## src/rtl/core/lpht_pkg.sv

```systemverilog
// shared types, constants and helpers of the linear probing hash table
package lpht_pkg;

	localparam int TABLE_SIZE_DEF   = 8;
	localparam int VALUE_BITS_DEF   = 16;
	localparam int KEY_BUFFER_BYTES = 20;
	localparam int KEY_BYTES_MAX    = KEY_BUFFER_BYTES - 1;

	localparam int KEY_WORD_W = 64;
	localparam int KEY_HIGH_W = 24;
	localparam int KEY_W      = 2 * KEY_WORD_W + KEY_HIGH_W;
	localparam int KEY_BYTES  = KEY_W / 8;
	localparam int KEY_IDX_W  = $clog2(KEY_BYTES);
	localparam int LEN_W      = 5;
	localparam int VAL_W      = 16;
	localparam int SLOT_W     = 3;
	localparam int STATUS_W   = 3;
	localparam int SUM_W      = 10;
	localparam int SUM_MAX    = 3 * 255;

	localparam logic CMD_INSERT = 1'b0;
	localparam logic CMD_LOOKUP = 1'b1;

	typedef enum logic [STATUS_W-1:0] {
		ST_INSERTED  = 3'd0,
		ST_UPDATED   = 3'd1,
		ST_FOUND     = 3'd2,
		ST_NOT_FOUND = 3'd3,
		ST_FULL      = 3'd4
	} status_t;

	typedef struct packed {
		logic                  cmd;
		logic [KEY_WORD_W-1:0] key_low;
		logic [KEY_WORD_W-1:0] key_mid;
		logic [KEY_HIGH_W-1:0] key_high;
		logic [LEN_W-1:0]      key_length;
		logic [VAL_W-1:0]      value_in;
	} req_t;

	typedef struct packed {
		logic [STATUS_W-1:0] status;
		logic [SLOT_W-1:0]   slot;
		logic [VAL_W-1:0]    value_out;
	} rsp_t;

	typedef struct packed {
		logic    load;
		logic    sum_en;
		logic    home_en;
		logic    rd_en;
		logic    wr_en;
		logic    advance;
		logic    res_en;
		status_t res_status;
		logic    out_load;
	} dp_cmd_t;

	typedef struct packed {
		logic slot_free;
		logic key_hit;
		logic round_done;
		logic lookup;
		logic out_free;
	} dp_stat_t;

	// number of shifted compare and subtract steps that bring the byte sum below ts
	function automatic int mod_steps(input int ts);
		int n;
		n = 0;
		for (int k = 0; k < SUM_W; k++) begin
			if ((ts << k) <= SUM_MAX) begin
				n = k + 1;
			end
		end
		return n;
	endfunction

endpackage

```

## src/rtl/core/lpht_ram.sv

```systemverilog
// generic ram, one write port and one read port with registered read data
module lpht_ram #(
	parameter int WIDTH = 8,
	parameter int DEPTH = 8
) (
	input  logic                     clk,
	input  logic                     wr_en,
	input  logic [$clog2(DEPTH)-1:0] wr_addr,
	input  logic [WIDTH-1:0]         wr_data,
	input  logic                     rd_en,
	input  logic [$clog2(DEPTH)-1:0] rd_addr,
	output logic [WIDTH-1:0]         rd_data
);

	logic [WIDTH-1:0] mem_q [DEPTH];
	logic [WIDTH-1:0] rd_data_q;

	always_ff @(posedge clk) begin
		if (wr_en) begin
			mem_q[wr_addr] <= wr_data;
		end
		if (rd_en) begin
			rd_data_q <= mem_q[rd_addr];
		end
	end

	assign rd_data = rd_data_q;

endmodule

```

## src/rtl/core/lpht_ctrl.sv

```systemverilog
// controller state machine of the linear probing hash table
module lpht_ctrl (
	input  logic               clk,
	input  logic               arst_n,
	input  logic               req_valid,
	output logic               req_stall,
	input  lpht_pkg::dp_stat_t stat,
	output lpht_pkg::dp_cmd_t  cmd
);

	import lpht_pkg::*;

	typedef enum logic [5:0] {
		S_IDLE  = 6'b000001,
		S_SUM   = 6'b000010,
		S_HOME  = 6'b000100,
		S_PROBE = 6'b001000,
		S_CHECK = 6'b010000,
		S_RESP  = 6'b100000
	} state_t;

	state_t state_q, state_d;

	always_ff @(posedge clk or negedge arst_n) begin
		if (!arst_n) begin
			state_q <= S_IDLE;
		end else begin
			state_q <= state_d;
		end
	end

	always_comb begin
		state_d   = state_q;
		cmd       = '0;
		req_stall = 1'b1;
		unique case (state_q)
			S_IDLE: begin
				req_stall = 1'b0;
				if (req_valid) begin
					cmd.load = 1'b1;
					state_d  = S_SUM;
				end
			end
			S_SUM: begin
				cmd.sum_en = 1'b1;
				state_d    = S_HOME;
			end
			S_HOME: begin
				cmd.home_en = 1'b1;
				state_d     = S_PROBE;
			end
			S_PROBE: begin
				if (stat.slot_free) begin
					cmd.res_en = 1'b1;
					cmd.wr_en  = !stat.lookup;
					if (stat.lookup) begin
						cmd.res_status = ST_NOT_FOUND;
					end else begin
						cmd.res_status = ST_INSERTED;
					end
					state_d = S_RESP;
				end else begin
					cmd.rd_en = 1'b1;
					state_d   = S_CHECK;
				end
			end
			S_CHECK: begin
				if (stat.key_hit) begin
					cmd.res_en = 1'b1;
					cmd.wr_en  = !stat.lookup;
					if (stat.lookup) begin
						cmd.res_status = ST_FOUND;
					end else begin
						cmd.res_status = ST_UPDATED;
					end
					state_d = S_RESP;
				end else if (stat.round_done) begin
					cmd.res_en = 1'b1;
					if (stat.lookup) begin
						cmd.res_status = ST_NOT_FOUND;
					end else begin
						cmd.res_status = ST_FULL;
					end
					state_d = S_RESP;
				end else begin
					cmd.advance = 1'b1;
					state_d     = S_PROBE;
				end
			end
			S_RESP: begin
				if (stat.out_free) begin
					cmd.out_load = 1'b1;
					state_d      = S_IDLE;
				end
			end
			default: begin
				state_d = S_IDLE;
			end
		endcase
	end

endmodule

```

## src/rtl/core/lpht_datapath.sv

```systemverilog
// datapath of the linear probing hash table: key capture, hashing, probe, table and result
module lpht_datapath #(
	parameter int TABLE_SIZE = lpht_pkg::TABLE_SIZE_DEF,
	parameter int VALUE_BITS = lpht_pkg::VALUE_BITS_DEF
) (
	input  logic               clk,
	input  logic               arst_n,
	input  lpht_pkg::req_t     req,
	input  lpht_pkg::dp_cmd_t  cmd,
	output lpht_pkg::dp_stat_t stat,
	output logic               rsp_valid,
	input  logic               rsp_stall,
	output lpht_pkg::rsp_t     rsp
);

	import lpht_pkg::*;

	localparam int IDX_W     = $clog2(TABLE_SIZE);
	localparam int ENTRY_W   = KEY_W + LEN_W + VALUE_BITS;
	localparam int MOD_STEPS = mod_steps(TABLE_SIZE);
	localparam logic [IDX_W-1:0] LAST_IDX = IDX_W'(TABLE_SIZE - 1);

	logic                  cmd_q;
	logic [KEY_W-1:0]      key_q;
	logic [LEN_W-1:0]      len_q;
	logic [VALUE_BITS-1:0] val_q;
	logic [SUM_W-1:0]      sum_q;
	logic [IDX_W-1:0]      probe_q;
	logic [IDX_W-1:0]      count_q;
	logic [TABLE_SIZE-1:0] valid_q;
	status_t               res_status_q;
	rsp_t                  rsp_q;
	logic                  rsp_valid_q;

	logic [LEN_W-1:0]            len_c;
	logic [KEY_W-1:0]            key_raw;
	logic [KEY_W-1:0]            key_c;
	logic [VALUE_BITS+VAL_W-1:0] val_ext;
	logic [KEY_IDX_W-1:0]        mid_idx;
	logic [KEY_IDX_W-1:0]        last_idx;
	logic [SUM_W-1:0]            sum_d;
	logic [SUM_W-1:0]            rem;
	logic [IDX_W-1:0]            home;
	logic [ENTRY_W-1:0]          ram_rdata;
	logic [IDX_W+SLOT_W-1:0]     slot_ext;
	logic [VALUE_BITS+VAL_W-1:0] stored_ext;
	logic [VALUE_BITS+VAL_W-1:0] new_ext;
	rsp_t                        rsp_d;

	// clamp the length and clear bytes beyond it
	always_comb begin
		if (req.key_length == '0) begin
			len_c = LEN_W'(1);
		end else if (req.key_length > LEN_W'(KEY_BYTES_MAX)) begin
			len_c = LEN_W'(KEY_BYTES_MAX);
		end else begin
			len_c = req.key_length;
		end
		key_raw = {req.key_high, req.key_mid, req.key_low};
		for (int i = 0; i < KEY_BYTES; i++) begin
			key_c[8*i +: 8] = (i < int'(len_c)) ? key_raw[8*i +: 8] : 8'h00;
		end
	end

	assign val_ext = {{VALUE_BITS{1'b0}}, req.value_in};

	// first, middle and last byte
	assign mid_idx  = KEY_IDX_W'(len_q >> 1);
	assign last_idx = KEY_IDX_W'(len_q - LEN_W'(1));
	assign sum_d    = SUM_W'(key_q[7:0]) + SUM_W'(key_q[8*mid_idx +: 8])
		+ SUM_W'(key_q[8*last_idx +: 8]);

	// home slot by shifted compare and subtract
	always_comb begin
		rem = sum_q;
		for (int k = MOD_STEPS - 1; k >= 0; k--) begin
			if (rem >= SUM_W'(TABLE_SIZE << k)) begin
				rem = rem - SUM_W'(TABLE_SIZE << k);
			end
		end
		home = rem[IDX_W-1:0];
	end

	always_ff @(posedge clk) begin
		if (cmd.load) begin
			cmd_q <= req.cmd;
			key_q <= key_c;
			len_q <= len_c;
			val_q <= val_ext[VALUE_BITS-1:0];
		end
		if (cmd.sum_en) begin
			sum_q <= sum_d;
		end
		if (cmd.home_en) begin
			probe_q <= home;
			count_q <= '0;
		end else if (cmd.advance) begin
			probe_q <= (probe_q == LAST_IDX) ? '0 : probe_q + IDX_W'(1);
			count_q <= count_q + IDX_W'(1);
		end
		if (cmd.res_en) begin
			res_status_q <= cmd.res_status;
		end
		if (cmd.out_load) begin
			rsp_q <= rsp_d;
		end
	end

	always_ff @(posedge clk or negedge arst_n) begin
		if (!arst_n) begin
			valid_q     <= '0;
			rsp_valid_q <= 1'b0;
		end else begin
			if (cmd.wr_en) begin
				valid_q[probe_q] <= 1'b1;
			end
			if (cmd.out_load) begin
				rsp_valid_q <= 1'b1;
			end else if (!rsp_stall) begin
				rsp_valid_q <= 1'b0;
			end
		end
	end

	lpht_ram #(
		.WIDTH (ENTRY_W),
		.DEPTH (TABLE_SIZE)
	) u_ram (
		.clk     (clk),
		.wr_en   (cmd.wr_en),
		.wr_addr (probe_q),
		.wr_data ({key_q, len_q, val_q}),
		.rd_en   (cmd.rd_en),
		.rd_addr (probe_q),
		.rd_data (ram_rdata)
	);

	assign stat.slot_free  = !valid_q[probe_q];
	assign stat.key_hit    = (ram_rdata[ENTRY_W-1 -: KEY_W+LEN_W] == {key_q, len_q});
	assign stat.round_done = (count_q == LAST_IDX);
	assign stat.lookup     = (cmd_q == CMD_LOOKUP);
	assign stat.out_free   = !rsp_valid_q || !rsp_stall;

	assign slot_ext   = {{SLOT_W{1'b0}}, probe_q};
	assign stored_ext = {{VAL_W{1'b0}}, ram_rdata[VALUE_BITS-1:0]};
	assign new_ext    = {{VAL_W{1'b0}}, val_q};

	always_comb begin
		rsp_d.status = res_status_q;
		case (res_status_q) inside
			ST_FOUND: begin
				rsp_d.slot      = slot_ext[SLOT_W-1:0];
				rsp_d.value_out = stored_ext[VAL_W-1:0];
			end
			ST_INSERTED, ST_UPDATED: begin
				rsp_d.slot      = slot_ext[SLOT_W-1:0];
				rsp_d.value_out = new_ext[VAL_W-1:0];
			end
			default: begin
				rsp_d.slot      = '0;
				rsp_d.value_out = '0;
			end
		endcase
	end

	assign rsp       = rsp_q;
	assign rsp_valid = rsp_valid_q;

endmodule

```

## src/rtl/core/linear_probe_hash_table.sv

```systemverilog
// linear probing hash table: top level joining controller and datapath
// one transaction at a time: after acceptance the block forms the byte sum, then the home
// slot, then probes slot after slot until a free slot, a key match or a full round, and then
// loads the result; the table ram is read for each occupied slot passed over, and a stalled
// result holds the next one
// asynchronous reset clears the slot valid bits, the state machine and the output valid
module linear_probe_hash_table #(
	parameter int TABLE_SIZE = lpht_pkg::TABLE_SIZE_DEF,
	parameter int VALUE_BITS = lpht_pkg::VALUE_BITS_DEF
) (
	input  logic           clk,
	input  logic           arst_n,
	input  logic           req_valid,
	output logic           req_stall,
	input  lpht_pkg::req_t req,
	output logic           rsp_valid,
	input  logic           rsp_stall,
	output lpht_pkg::rsp_t rsp
);

	import lpht_pkg::*;

	dp_cmd_t  dp_cmd;
	dp_stat_t dp_stat;

	lpht_ctrl u_ctrl (
		.clk       (clk),
		.arst_n    (arst_n),
		.req_valid (req_valid),
		.req_stall (req_stall),
		.stat      (dp_stat),
		.cmd       (dp_cmd)
	);

	lpht_datapath #(
		.TABLE_SIZE (TABLE_SIZE),
		.VALUE_BITS (VALUE_BITS)
	) u_datapath (
		.clk       (clk),
		.arst_n    (arst_n),
		.req       (req),
		.cmd       (dp_cmd),
		.stat      (dp_stat),
		.rsp_valid (rsp_valid),
		.rsp_stall (rsp_stall),
		.rsp       (rsp)
	);

endmodule

```

## config.mk

```make
export PLATFORM = sky130hd
export DESIGN_NAME = linear_probe_hash_table
export DESIGN_NICKNAME = d
export VERILOG_FILES = /design/src/rtl/core/lpht_pkg.sv /design/src/rtl/core/lpht_ram.sv /design/src/rtl/core/lpht_ctrl.sv /design/src/rtl/core/lpht_datapath.sv /design/src/rtl/core/linear_probe_hash_table.sv
export SDC_FILE = /design/constraint.sdc
export NUM_CORES = 2
export LEC_CHECK = 0
export BUFFER_PORTS_ARGS = -buffer_cell sky130_fd_sc_hd__buf_2
export CORE_UTILIZATION = 35
export CTS_CLUSTER_DIAMETER = 120
export DETAILED_ROUTE_END_ITERATION = 16
export PLACE_DENSITY_LB_ADDON = 0.3
export SLEW_MARGIN = 20
export SYNTH_ARGS = -nofsm -noshare
export SYNTH_HDL_FRONTEND = slang
export SYNTH_SLANG_ARGS = --single-unit
export TNS_END_PERCENT = 1
```

## constraint.sdc

```tcl
create_clock -name clk -period 13.75 [get_ports clk]
set_input_delay 0.6875 -clock clk [delete_from_list [all_inputs] [get_ports clk]]
set_output_delay 0.6875 -clock clk [all_outputs]
set_load 0.05 [all_outputs]
```

==> reports/qor.txt <==
Placer Congestion: 0.822
dpl hpwl: 102,000 µm
post-route clock period utilization: 45.9%
mapped cell area: 65,300 µm²
synth unique cells: 59
die height: 434 µm
YS warnings: 0
Critical R2R Launch: u_datapath.key_q[79]
clock latency on the worst-skew pair: 840 ps
CP required: 14,190 ps
relative slew slack: 24.0%
total power: 12.3 mW
Syn Area/Cell: 18.8 µm²
Layout fillers: 16,673
core area: 185,000 µm²
largest net degree at the start of global routing: 147
nets: 3,928
I/O Buffers: 201
PD cells: 163 nW/µm²
vias in the first global route: 33,657
critical path arrival: 6740 ps
number of synthesized flops with an enable pin: 1,762
share of layout cells above drive strength 1: 15.0%
Final Skew: 63.7 ps
Net Count, Synth: 3,659
Total GRT Usage: 19.4%
routed vias/inst: 5.43
post-route antenna net violation count: 0
CTS max path bufs: 3
Period minus WS final: 6310 ps
ys async rst share: 0.843%
DRT Pass-1 Iters: 5
setup TNS: 0 ps
Rows: 158
non-filler cells, final: 6,371
max-slew violations: 0
Critical Setup Path Class: reg -> reg
Most used DFF post-synth: edfxtp_1
Vias: 34,607
CP Capture Type: flop
Hold Vio Cnt, Final: 0
RR Endpoint: u_datapath.u_ram.mem_q[3][107]
Clock Tree Root: clkbuf_16
TritonCTS clock tree: done
Fmax: 0.159 GHz
dpl cells: 6,034
final setup fails: 0
Starting Density: 35.2%
Num CTS Buffers: 177
run status: completed
Max Fanout on Critical Path: 50
final design utilization: 40.6%
Worst Setup EP: u_datapath.u_ram.mem_q[3][107]
global-route wire length before repair: 260,000 µm
Sink Count: 1,780
worst min-delay path class: in -> reg
area delta synth->final: 15.2%
Yosys top cell area share: 81.0%
GRT overflow: 0
CTS H-tree depth: 4
worst-case reg-to-reg path depth: 11
Hold Path Cell Cnt: 1
initial antenna violation count: 13
Worst-path clk slew: 60 ps
Setup crit start kind: flop
CP startpoint: u_datapath.key_q[79]
top post-synthesis cells by area: edfxtp_1 81%, a22oi_1 7.3%, nand4_1 1.8%, xnor2_1 1.6%, nor2b_1 1.1%
Yosys reg bits: 1,780
Leak: 23.4 nW
post-DR wirelength/cell: 29.0 µm
Die X-Extent: 434 µm
die area: 188,000 µm²
RSZ-0062 raised after global routing: no
Seq/Total Area, Yosys: 81.7%
WL final: 185,000 µm
cell taking the most area after synthesis: edfxtp_1
reg-to-reg setup timing slack: 7440 ps
Top Ports: 202
Residual DRC: 0
Syn Inst Count: 3,472
MaxCap Viol Count: 0
Iter 0 DRT Violations: 3,993
final hold slack: 56.6 ps
maximum vdd drop: 0.101 mV
Worst Tran Pin Value: 1140 ps
## synth_stat cells, types with 4 or more instances
master,number
or2_2,4
buf_1,4
o31ai_1,6
nand3_1,6
nor2b_1,115
o21ai_0,10
a21oi_1,36
nor2_1,41
clkbuf_1,168
dfrtp_1,14
nor4_1,20
a221o_1,14
inv_1,27
mux2i_1,36
nand4_1,192
xor2_1,38
nor3_2,7
and2_1,39
edfxtp_1,1762
mux4_2,29
a211oi_1,17
buf_2,19
a22o_1,22
ha_1,7
a22oi_1,637
nor3_1,6
xnor2_1,116
nand2b_1,7
and3_1,9
nand2_1,18
nand3b_1,6
## worst min path at each step
| stage | start | endpoint |
|---|---|---|
| finish | req[1] | u_datapath.val_q[1] |
| global route | req[1] | u_datapath.val_q[1] |
| CTS | req[1] | u_datapath.val_q[1] |
| detailed placement | u_datapath.valid_q[5] | u_datapath.valid_q[5] |
| global placement | u_datapath.valid_q[0] | u_datapath.valid_q[0] |
| floorplan | arst_n | u_ctrl.state_q[1] |
## kinds of logic after synthesis
family,synth area share (%)
AOI/OAI and AO/OA,8.73
xor gates and xnor gates,2.07
adders and majority gates,0.195
buffers and inverters,1.31
DFF,81.7
muxes,1.57
and+or+nand+nor,4.46
## flip-flops by register name, indices dropped and copies added, names as in the netlist, 3 cells and up
register	flops
u_datapath.val_q	16
u_datapath.count_q	3
u_datapath.len_q	5
u_datapath.key_q	152
u_datapath.probe_q	3
u_datapath.rsp	22
u_datapath.u_ram.mem_q	1384
u_ctrl.state_q	6
u_datapath.valid_q	8
u_datapath.sum_q	3
u_datapath.u_ram.rd_data	173
u_datapath.res_status_q	3
## critical path, cell delays in order (launching register included)
cell and delay, ps:
edfxtp_1 520, xor2_1 220, nor4_1 700, nand4_1 300
or4_4 600, nor4_4 420, a21boi_2 110, buf_4 250
nor3_4 350, buf_4 730, buf_4 830, buf_4 690
## cell type report
| cell class | count | area, µm² | share of cell area [%] |
|---|---|---|---|
| Sequential cell | 1780 | 53300 | 70.9 |
| Multi-Input combinational cell | 1473 | 11300 | 15.0 |
| Clock buffer | 221 | 4630 | 6.15 |
| Tap cell | 2480 | 3100 | 4.12 |
| Timing Repair Buffer | 282 | 1750 | 2.32 |
| Clock inverter | 105 | 1050 | 1.40 |
| Inverter | 27 | 101 | 0.135 |
| Antenna cell | 3 | 7.51 | 0.00997 |
## placed cells by master (no fill, tap or decap), types with 38 or more instances in the layout
cell type,Yosys,final
a22oi_1,637,637
buf_2,19,201
buf_4,0,64
clkbuf_1,168,42
clkbuf_16,0,178
clkinv_1,0,42
edfxtp_1,1762,1762
nand4_1,192,192
nor2b_1,115,112
xnor2_1,116,116
xor2_1,38,38
## repair_timing
action | CTS | global route
buffers inserted | 0 | 0
endpoints found under the setup margin | 0 | 0
gates resized for setup | 0 | 0
hold buffers | 8 | 0
hold endpoints to repair | 21 | 0
## report_power, final
part | switching [mW] | internal [mW]
Combinational | 0.566 | 0.274
Sequential | 0.335 | 6.38
Clock | 2.09 | 2.64
## metal layers
metal  vias to the layer above  wire length [µm]  global-route usage, %
li1                      14852                 -                      -
met1                     18098             77900                   27.0
met2                      1439             89300                   31.6
met3                       216             13000                   2.99
met4                         2              4790                   5.57
met5                         -                 9                      0
## stage by stage
| step | area (µm²) | setup slack (ps) |
|---|---|---|
| 6_report | 75300 | 7440 |
| 5_1_grt | 75300 | 7260 |
| 4_1_cts | 75300 | 7370 |
| 3_5_place_dp | 69500 | 7390 |
| 3_3_place_gp | 69500 | 7380 |
| 2_1_floorplan | 65300 | 3800 |
Note: power is estimated with default switching activity, not from simulation.
